===== src/gibm_pkg.sv =====
// Shared types and codes of the greedy IoU box matcher.
`default_nettype none
package gibm_pkg;

	// Input operation codes
	typedef enum logic [1:0] {
		OP_START  = 2'd0,
		OP_LOAD   = 2'd1,
		OP_DETECT = 2'd2,
		OP_END    = 2'd3
	} op_t;

	// Result kinds
	localparam logic KIND_VERDICT = 1'b0;
	localparam logic KIND_TOTALS  = 1'b1;

	localparam int THR_W       = 17;
	localparam int IOU_FRAC    = 16;
	localparam int CAT_IN_W    = 6;
	localparam int SLOT_OUT_W  = 5;
	localparam int IMG_CNT_W   = 16;
	localparam int TOT_W       = 32;
	localparam logic [THR_W-1:0] THR_RESET = 17'd39322;

	// Commands from the controller to the datapath
	typedef struct packed {
		logic accept;
		logic clear_img;
		logic load;
		logic det_start;
		logic slot_rd;
		logic stage_a;
		logic stage_b;
		logic stage_c;
		logic stage_d;
		logic stage_e;
		logic next_slot;
		logic thr_mul;
		logic decide;
		logic tot_rd;
		logic tot_wr;
	} cmd_t;

	// Status from the datapath to the controller
	typedef struct packed {
		logic count_zero;
		logic live;
		logic last_slot;
		logic out_free;
	} sts_t;

endpackage
`default_nettype wire


===== src/gibm_ctrl.sv =====
// Sequencer of the matcher: image commands, slot scan and totals update.
`default_nettype none
module gibm_ctrl
	import gibm_pkg::*;
(
	input  wire logic       clk,
	input  wire logic       arst_n,
	input  wire logic       in_valid,
	input  wire logic [1:0] in_op,
	output logic            in_ready,
	input  wire sts_t       sts,
	output cmd_t            cmd
);

	typedef enum logic [3:0] {
		ST_IDLE, ST_CLEAR, ST_LOAD, ST_DSETUP, ST_RD, ST_A, ST_B, ST_C, ST_D,
		ST_E, ST_THR, ST_DFIN, ST_ERD, ST_EWR
	} state_t;

	state_t state_q, state_d;

	assign in_ready = (state_q == ST_IDLE);

	// Decode commands and next state
	always_comb begin
		cmd     = '0;
		state_d = state_q;
		case (state_q)
			ST_IDLE: begin
				if (in_valid) begin
					cmd.accept = 1'b1;
					case (op_t'(in_op))
						OP_START:  state_d = ST_CLEAR;
						OP_LOAD:   state_d = ST_LOAD;
						OP_DETECT: state_d = ST_DSETUP;
						default:   state_d = ST_ERD;
					endcase
				end
			end
			ST_CLEAR: begin
				cmd.clear_img = 1'b1;
				state_d = ST_IDLE;
			end
			ST_LOAD: begin
				cmd.load = 1'b1;
				state_d = ST_IDLE;
			end
			ST_DSETUP: begin
				cmd.det_start = 1'b1;
				state_d = sts.count_zero ? ST_THR : ST_RD;
			end
			ST_RD: begin
				cmd.slot_rd = 1'b1;
				state_d = ST_A;
			end
			ST_A: begin
				if (sts.live) begin
					cmd.stage_a = 1'b1;
					state_d = ST_B;
				end else if (sts.last_slot) begin
					state_d = ST_THR;
				end else begin
					cmd.next_slot = 1'b1;
					state_d = ST_RD;
				end
			end
			ST_B: begin
				cmd.stage_b = 1'b1;
				state_d = ST_C;
			end
			ST_C: begin
				cmd.stage_c = 1'b1;
				state_d = ST_D;
			end
			ST_D: begin
				cmd.stage_d = 1'b1;
				state_d = ST_E;
			end
			ST_E: begin
				cmd.stage_e = 1'b1;
				if (sts.last_slot) begin
					state_d = ST_THR;
				end else begin
					cmd.next_slot = 1'b1;
					state_d = ST_RD;
				end
			end
			ST_THR: begin
				cmd.thr_mul = 1'b1;
				state_d = ST_DFIN;
			end
			ST_DFIN: begin
				// hold until the output register is free
				if (sts.out_free) begin
					cmd.decide = 1'b1;
					state_d = ST_IDLE;
				end
			end
			ST_ERD: begin
				cmd.tot_rd = 1'b1;
				state_d = ST_EWR;
			end
			ST_EWR: begin
				if (sts.out_free) begin
					cmd.tot_wr = 1'b1;
					state_d = ST_IDLE;
				end
			end
			default: state_d = ST_IDLE;
		endcase
	end

	// Hold state
	always_ff @(posedge clk or negedge arst_n) begin
		if (!arst_n) begin
			state_q <= ST_IDLE;
		end else begin
			state_q <= state_d;
		end
	end

endmodule
`default_nettype wire


===== config.mk =====
export PLATFORM = sky130hd
export DESIGN_NAME = gibm_ctrl
export DESIGN_NICKNAME = d
export VERILOG_FILES = /design/src/gibm_pkg.sv /design/src/gibm_ctrl.sv
export SDC_FILE = /design/constraint.sdc
export NUM_CORES = 1
export LEC_CHECK = 0
export BUFFER_PORTS_ARGS = -buffer_cell sky130_fd_sc_hd__buf_2
export CORE_MARGIN = 3
export CORE_UTILIZATION = 48
export DETAILED_ROUTE_END_ITERATION = 16
export PLACE_DENSITY = 0.88
export REMOVE_ABC_BUFFERS = 1
export SETUP_SLACK_MARGIN = 0.5
export SYNTH_ARGS = -nofsm -noshare
export SYNTH_HDL_FRONTEND = slang
export SYNTH_SLANG_ARGS = --single-unit

===== constraint.sdc =====
create_clock -name clk -period 1.8 [get_ports clk]
set_clock_uncertainty 0.2 [all_clocks]
set_input_delay 0.18 -clock clk [delete_from_list [all_inputs] [get_ports clk]]
set_output_delay 0.18 -clock clk [all_outputs]
set_load 0.1 [all_outputs]

==> reports/metrics.cfg, run 1 <==
[placed_design]
place_congestion=0.905
place_ws_ns=-0.0218
port_buffers=24
dp_hpwl_um=1860
dp.cells=129

[clock_network]
cts_buffer_depth=2
cts_hold_buf=1
cts-buffers-inserted=3
htreeDepth=1
clock-sinks=4
cts_resized=61
cts-root-buf=clkbuf_4
post-cts-setup-buffers=20

[synthesis]
async_flop_share_pct=100
synth-edff-count=0
synth_area_leaders=dfrtp_1, nor2_1, buf_6
synth_common_cells=nor2_1, nand2_1, nor3_1, buf_6, nand2b_1
synthCells=91
postSynthAreaPerCell_um2=7.44
netlist.area_leader.share_pct=14.8
synth.distinct_cells=36
ys_warn_count=0
syn_area_um2=677
ys.flop_type=dfrtp_1
ys_seq_area_share_pct=14.8
ys_ff_latch=4
yosysTopAreaCell=dfrtp_1
synth.most_common_cell=nor2_1

[floorplanning]
pin_count=25
rows=12
die_y_um=43.6
initial_core_util_pct=55.7
die_w_um=43.6

[status]
failing_step=clock tree synthesis (4_1_cts)
status=stopped before the end
stop_error=[ERROR DPL-0038] Utilization greater than 100%, impossible to legalize

## cells by family after synthesis
group | count (synthesis) | synth area share (%)
buf+inv | 12 | 13.7
fa+ha+maj | 3 | 5.55
xor+xnor | 1 | 1.29
simple gates | 45 | 34.4
flops | 4 | 14.8
compound gates | 26 | 30.3
## stage by stage
step / area [um^2] / TNS (ns) / util [%]
after floorplan: 606 / -14.80 / -
after global placement: 1040 / 0 / 85.2
after detailed placement: 1040 / -0.0218 / 85.2
==> run 2, diff against run 1 <==
--- a/config.mk
+++ b/config.mk
@@ -6,12 +6,11 @@
 export NUM_CORES = 1
 export LEC_CHECK = 0
 export BUFFER_PORTS_ARGS = -buffer_cell sky130_fd_sc_hd__buf_2
-export CORE_MARGIN = 3
-export CORE_UTILIZATION = 48
+export CORE_AREA = 3 3 64 66
 export DETAILED_ROUTE_END_ITERATION = 16
-export PLACE_DENSITY = 0.88
+export DIE_AREA = 0 0 67 69
+export PLACE_DENSITY_LB_ADDON = 0.15
 export REMOVE_ABC_BUFFERS = 1
-export SETUP_SLACK_MARGIN = 0.5
 export SYNTH_ARGS = -nofsm -noshare
 export SYNTH_HDL_FRONTEND = slang
 export SYNTH_SLANG_ARGS = --single-unit
==> reports/metrics.cfg, run 2 <==
[setup_path]
crit_slowest_cell=dfrtp_2
r2r-end=state_q[2]$_DFFE_PN0P_
rrSetupSlack_ns=0.09
worstPathArrival_ns=1.46
path_cells=buf_4 > nand2b_2 > nor3_4 > buf_12
reg2regPathDepth=6
cp-end-kind=output pin
cp_max_fo=5
max_stage_delay_ns=0.42
rr_startpoint=state_q[2]$_DFFE_PN0P_
critPathKind=flop to output pin
start_kind=flop
cp.required_ns=1.42

[hold_path]
hp-class=input port to asynchronous set/reset pin

[power_and_ir_drop]
powerDensity_mw_per_mm2=1780
power.leakage_nw=0.561
max-vdd-ir-drop_mv=0.855

[status]
status=finished, violations left
violations=negative setup slack

[sta]
drv_slew=0
relSlewSlack_pct=69.7
worst_slack_ns=-0.0367
fmax_ghz=0.544
hold_viol=0
max_slew.worst_pin.slew_ns=0.450
post-route-period-util_pct=102
setup_tns_ns=-0.140
rsz0062_at_grt=true
fin_crit_ns=1.84
setup_viol=5
holdWs_ns=0.111

[route]
drc=0
wl_per_cell_um=13.5
wirelength_um=2450
vias_per_cell=4.65
firstDrtPassIters=4
drt_iter0_drc=28
vias=841
postRouteAntennaNets=0

[finish]
fin_util_pct=36.4
antenna_cells=0
final.fill_count=374
synthToLayoutAreaGrowth_pct=95.6
fin_area_mm2=0.00132
layout.nets=147
largest_reg_flops=4
final_cell_mix=buf_4, buf_12, nor2_1
layout-drive-gt1-share_pct=58.6
largest-register=state_q
final_common_cell=buf_4
reg.largest.list=state_q: 4 flops

[placed_design]
dpl_cell_area_mm2=0.00111
port_buffers=24
place_congestion=0.734
dp_hpwl_um=1740

[global_route]
first_global_vias=833
grt_pass1_wl_um=3870
grt.overflow.total=0
grt_max_degree=11
antenna_found_initial=0
grtUsageTotal_pct=10.5

[floorplanning]
initial_core_util_pct=18.6
die_w_um=67
dieArea_mm2=0.00462
die_y_um=69
coreArea_mm2=0.00363
rows=22
pin_count=25

[synthesis]
yosysTopAreaCell=dfrtp_1
syn_area_um2=677
synthCells=91
async_flop_share_pct=100
synth_common_cells=nor2_1, nand2_1, nor3_1, buf_6, nand2b_1
synth_area_leaders=dfrtp_1, nor2_1, buf_6
synth.most_common_cell=nor2_1
postSynthAreaPerCell_um2=7.44
ys_warn_count=0
netlist.area_leader.share_pct=14.8
synth-edff-count=0
ys_seq_area_share_pct=14.8
ys.flop_type=dfrtp_1
synth.distinct_cells=36
ys_ff_latch=4

[clock_network]
cts_buffer_depth=2
clock-sinks=4
cts-root-buf=clkbuf_8
cts-buffers-inserted=3
worstSkewPairLatency_ns=0.22
cts_tree=yes
htreeDepth=1
cts.clk_slew.worst_paths_ns=0.03

[run]
drv_cap=0

## run 2: cell type report
cell class | instances | area (um^2) | area share [%]
Tap cell | 48 | 60.1 | 4.54
Sequential cell | 4 | 105 | 7.94
Timing Repair Buffer | 46 | 528 | 39.9
Multi-Input combinational cell | 75 | 568 | 42.9
Inverter | 5 | 21.3 | 1.61
Clock buffer | 3 | 41.3 | 3.12
## run 2: logic make-up (layout without fill, tap and decap cells)
logic type | Yosys count | in the layout | share of synthesized area [%]
adders and majority gates | 3 | 3 | 5.55
AOI/OAI and AO/OA | 26 | 26 | 30.3
xor gates and xnor gates | 1 | 1 | 1.29
and+or+nand+nor | 45 | 45 | 34.4
buffers and inverters | 12 | 54 | 13.7
DFF | 4 | 4 | 14.8
## run 2: layer usage
metal	up-vias	GRT usage, %	share of wire [%]	wire, um
met5	-	0	0	0
met4	0	4.73	1.0	25
met3	4	1.14	3.0	74
met2	27	18.1	54	1330
met1	402	12.5	42	1020
li1	408	-	-	-
## run 2: through the flow
| step | setup slack [ns] | instances | power [mW] |
|---|---|---|---|
| final | -0.0367 | 181 | 2.36 |
| after global routing | -0.0994 | 181 | 2.49 |
| after CTS | -0.0394 | 174 | 2.18 |
| after detailed placement | 0.0707 | 167 | 1.89 |
| after global placement | 0.0616 | 167 | 1.91 |
| after floorplan | -1.64 | 84 | 1.27 |
## run 2: critical path: cells and delay by family, from the launching register on
kind	cells	cell delay, ns
and+or+nand+nor	2	0.45
buffers and inverters	2	0.36
DFF	1	0.42
## run 2: power by group
| part | total (mW) | internal, mW | switching (mW) |
|---|---|---|---|
| Clock | 0.189 | 0.143 | 0.0464 |
| Sequential | 0.218 | 0.135 | 0.0835 |
| Combinational | 1.95 | 0.811 | 1.14 |
## run 2: timing repair
item,CTS,global route
buffers inserted,3,8
resized for setup,14,13
pin swaps,0,3
endpoints found under the hold margin,4,0
setup endpoints to repair,14,10
hold buffers,1,0
## run 2: worst max-delay path by stage
stage | endpoint | slack (ns) | startpoint
6_report | cmd[9] | -0.04 | state_q[3]$_DFFE_PN0P_
5_1_grt | cmd[4] | -0.1 | state_q[2]$_DFFE_PN0P_
4_1_cts | cmd[4] | -0.04 | state_q[2]$_DFFE_PN0P_
3_5_place_dp | cmd[6] | 0.07 | state_q[1]$_DFFE_PN0P_
3_3_place_gp | state_q[2]$_DFFE_PN0P_ | 0.06 | state_q[1]$_DFFE_PN0P_
2_1_floorplan | cmd[4] | -1.64 | state_q[3]$_DFFE_PN0P_
Power figures use the tool's default switching activity.
==> run 3, diff against run 2 <==
--- a/config.mk
+++ b/config.mk
@@ -11,6 +11,7 @@
 export DIE_AREA = 0 0 67 69
 export PLACE_DENSITY_LB_ADDON = 0.15
 export REMOVE_ABC_BUFFERS = 1
+export SETUP_SLACK_MARGIN = 0.4
 export SYNTH_ARGS = -nofsm -noshare
 export SYNTH_HDL_FRONTEND = slang
 export SYNTH_SLANG_ARGS = --single-unit
==> reports/metrics.cfg, run 3 (same netlist as run 2, synthesis figures left out) <==
[route]
vias_per_cell=4.73
drc=0
vias=912
firstDrtPassIters=4
drt_iter0_drc=24
wl_per_cell_um=14.8
wirelength_um=2850
postRouteAntennaNets=0

[placed_design]
place_ws_ns=0.0707
dpl_cell_area_mm2=0.00111
dp.cells=167
port_buffers=24
place_congestion=0.734
dp_hpwl_um=1740

[clock_network]
cts_buffer_depth=2
clock-sinks=4
cts_tree=yes
cts-root-buf=clkbuf_8
cts.clk_slew.worst_paths_ns=0.03
worstSkewPairLatency_ns=0.22
htreeDepth=1
cts-buffers-inserted=3

[finish]
reg.largest.list=state_q: 4 flops
final_cell_mix=buf_4, buf_12, buf_6
synthToLayoutAreaGrowth_pct=135
layout-drive-gt1-share_pct=71.7
largest_reg_flops=4
final_common_cell=buf_4
antenna_cells=0
largest-register=state_q
final_cells=193
final.fill_count=337
regArea_um2=105
layout.nets=159
fin_area_mm2=0.00159
fin_util_pct=43.7
multi_input_area_um2=678

[sta]
drv_slew=0
relSlewSlack_pct=77.4
fin_crit_ns=1.81
max_slew.worst_pin.slew_ns=0.338
post-route-period-util_pct=100
fmax_ghz=0.554
hold_viol=0
setup_tns_ns=-0.00584
rsz0062_at_grt=true
worst_slack_ns=-0.00584
setup_viol=1

[floorplanning]
dieArea_mm2=0.00462
die_y_um=69
die_w_um=67
rows=22
initial_core_util_pct=18.6
coreArea_mm2=0.00363
pin_count=25

[power_and_ir_drop]
power.leakage_nw=0.658
max-vdd-ir-drop_mv=1.01
powerDensity_mw_per_mm2=1810

[status]
status=finished, violations left
violations=negative setup slack

[run]
drv_cap=0

[global_route]
grtUsageTotal_pct=11.7
grt_pass1_wl_um=4280
grt-busiest-layer=met2
antenna_found_initial=0
grt.overflow.total=0
use_met3_pct=1.47
grtUsageMet2_pct=19.8
first_global_vias=913
groute.layer.met1.usage_pct=14.0
grt_max_degree=10

[setup_path]
rrSetupSlack_ns=0.15
cp.required_ns=1.42
start_kind=flop
reg2regPathDepth=6
rr_startpoint=state_q[3]$_DFFE_PN0P_
cp-end-kind=output pin
critPathKind=flop to output pin
worstPathArrival_ns=1.43
cp_max_fo=7
r2r-end=state_q[1]$_DFFE_PN0P_

[hold_path]
hp-class=input port to asynchronous set/reset pin

==> run 3: cell count changes in the layout (fill, tap and decap cells not counted), sizes merged <==
cell | before | now
inv | 5 | 4
buf | 45 | 57
clkinvlp | 0 | 1
==> run 3: how the worst max path moves through the flow <==
stage | start | to | slack, ns | depth (start not counted)
6_report | state_q[3]$_DFFE_PN0P_ | cmd[4] | -0.006 | 5
5_1_grt | state_q[2]$_DFFE_PN0P_ | cmd[4] | -0.06 | 5
4_1_cts | state_q[3]$_DFFE_PN0P_ | cmd[4] | 0.02 | 5
3_5_place_dp | state_q[1]$_DFFE_PN0P_ | cmd[6] | 0.07 | 3
3_3_place_gp | state_q[1]$_DFFE_PN0P_ | state_q[2]$_DFFE_PN0P_ | 0.06 | 4
2_1_floorplan | state_q[3]$_DFFE_PN0P_ | cmd[4] | -1.64 | 3
==> run 3: routing by layer <==
metal | share of wire [%] | wire length (um) | vias up
met5 | 0 | 0 | -
met4 | 2.2 | 62 | 0
met3 | 4.3 | 121 | 7
met2 | 54 | 1540 | 39
met1 | 39 | 1120 | 432
li1 | - | - | 434
==> run 3: cell type report <==
class / count / area share, %
timing repair buffer: 58 / 42.8
sequential: 4 / 6.61
multi-input combinational: 75 / 42.7
tap: 48 / 3.78
inverter: 5 / 1.57
clock buffer: 3 / 2.60
==> run 3: metrics by stage <==
stage	hold WS [ns]	total power, mW
finish	0.113	2.87
global route	0.127	3.01
CTS	0.105	2.48
detailed placement	-0.207	1.89
global placement	-0.205	1.91
floorplan	-0.316	1.27
==> run 3: where the power goes <==
group | internal, mW | leakage, nW | switching, mW
sequential | 0.135 | 0.0460 | 0.0818
clock | 0.143 | 0.0216 | 0.0465
combinational | 1.11 | 0.591 | 1.36
total | 1.38 | 0.658 | 1.49
==> run 3: repair_timing <==
item,CTS,global route
hold buffers,1,0
pin swaps,10,14
hold endpoints to repair,4,0
endpoints found under the setup margin,20,20
setup buffers,11,11
gates resized for setup,38,29
cloned,0,0
==> run 3: critical path, stage by stage (launching register included) <==
cell      delay, ns
dfrtp_2        0.45
and2b_2        0.26
a21boi_2       0.06
nor3_2         0.14
buf_4          0.14
buf_12         0.16
==> run 4, diff against run 3 <==
--- a/config.mk
+++ b/config.mk
@@ -9,7 +9,7 @@
 export CORE_AREA = 3 3 64 66
 export DETAILED_ROUTE_END_ITERATION = 16
 export DIE_AREA = 0 0 67 69
-export PLACE_DENSITY_LB_ADDON = 0.15
+export RECOVER_POWER = 100
 export REMOVE_ABC_BUFFERS = 1
 export SETUP_SLACK_MARGIN = 0.4
 export SYNTH_ARGS = -nofsm -noshare
==> reports/metrics.cfg, run 4 (same netlist as run 2, synthesis figures left out) <==
[floorplanning]
pin_count=25
die_y_um=69
coreArea_mm2=0.00363
initial_core_util_pct=18.6
rows=22
die_w_um=67
dieArea_mm2=0.00462

[hold_path]
hp-class=input port to asynchronous set/reset pin

[global_route]
grtUsageTotal_pct=12.9
grt_max_degree=13
antenna_found_initial=0
grt.overflow.total=0
first_global_vias=905
grt_pass1_wl_um=4640

[sta]
fin_crit_ns=1.81
drv_slew=0
worst_slack_ns=-0.0104
rsz0062_at_grt=true
fmax_ghz=0.552
max_slew.worst_pin.slew_ns=0.428
post-route-period-util_pct=101
setup_tns_ns=-0.0162
hold_viol=0
holdWs_ns=0.151
relSlewSlack_pct=71.2
setup_viol=2

[finish]
largest_reg_flops=4
layout.nets=157
reg.largest.list=state_q: 4 flops
synthToLayoutAreaGrowth_pct=134
final.fill_count=328
largest-register=state_q
final_common_cell=buf_12
final_cell_mix=buf_12, buf_6, buf_4
layout-drive-gt1-share_pct=67.1
antenna_cells=0

[clock_network]
cts.clk_slew.worst_paths_ns=0.03
worstSkewPairLatency_ns=0.22
cts-buffers-inserted=3
cts_buffer_depth=2
htreeDepth=1
clock-sinks=4
cts_tree=yes
cts-root-buf=clkbuf_8

[power_and_ir_drop]
powerDensity_mw_per_mm2=1830
power.leakage_nw=0.652
max-vdd-ir-drop_mv=1.09

[route]
drc=0
firstDrtPassIters=4
wirelength_um=3100
postRouteAntennaNets=0
vias_per_cell=4.88
met2_length_um=1580
vias=933
wl_met1_um=1270
top_layer=met4
wl_met3_um=117
drt_iter0_drc=27
wl_per_cell_um=16.2

[status]
violations=negative setup slack
status=finished, violations left

[setup_path]
cp_max_fo=7
worstPathArrival_ns=1.43
crit_slowest_cell=dfrtp_2
cp.buffers_inverters=1
start_kind=flop
cp-end-kind=output pin
crit_family=flip-flops
critPathKind=flop to output pin
path_cells=and2b_1 > a21boi_2 > nor3_4 > buf_12
cp.required_ns=1.42
max_stage_delay_ns=0.46

[run]
drv_cap=0

[placed_design]
place_congestion=0.825
dp_hpwl_um=1700
port_buffers=24

run 4: cell count changes in the layout (fill, tap and decap cells not counted), moves of 2 or more:
cell / delta
buf_4: -7
buf_6: +6
a21oi_1: +2
a21oi_2: -2
run 4: layout make-up:
cell class              count  area [um^2]  area share, %
clock buffers               3         41.3           2.61
repair buffers             56          673           42.6
multi-input cells          75          681           43.0
flip-flops and latches      4          105           6.65
inverters                   5         21.3           1.34
well taps                  48         60.1           3.80
run 4: through the flow:
stage	cell area, um^2	utilization (%)	std cells	worst slack (ns)	power (mW)
6_report	1580	43.5	191	-0.0104	2.90
5_1_grt	1580	43.5	191	-0.0424	3.03
4_1_cts	1380	37.9	181	0.00101	2.44
3_5_place_dp	1090	30.1	165	0.0315	1.87
3_3_place_gp	1090	30.1	165	0.0931	1.87
2_1_floorplan	606	-	84	-1.64	1.27
run 4: worst paths after layout:
kind	startpoint	to	slack, ns	cells after the start
max reg2reg	state_q[3]$_DFFE_PN0P_	state_q[0]$_DFFE_PN0P_	0.09	7
min reg2reg	state_q[3]$_DFFE_PN0P_	state_q[2]$_DFFE_PN0P_	0.61	3
min in group clk	in_valid	state_q[3]$_DFFE_PN0P_	0.20	4
min	arst_n	state_q[1]$_DFFE_PN0P_	0.15	2
max in group asynchronous	arst_n	state_q[0]$_DFFE_PN0P_	1.01	2
max	state_q[3]$_DFFE_PN0P_	cmd[4]	-0.01	4
run 4: repair_timing:
action                                 in CTS  in global routing
endpoints found under the hold margin       4                  0
gates resized for setup                    37                 33
setup buffers                              12                 10
setup endpoints to repair                  20                 20
pin swaps                                   5                 17
hold buffers                                1                  0
run 4: layer usage:
layer	GRT usage (%)	vias up
met2	20.2	40
met5	0	-
met3	2.93	15
met4	6.08	0
li1	-	429
met1	16.4	449
run 4: report_power, final:
part           switching (mW)  internal [mW]  leakage [nW]
clock                  0.0569          0.143        0.0216
combinational            1.39           1.09         0.585
sequential             0.0809          0.135        0.0460
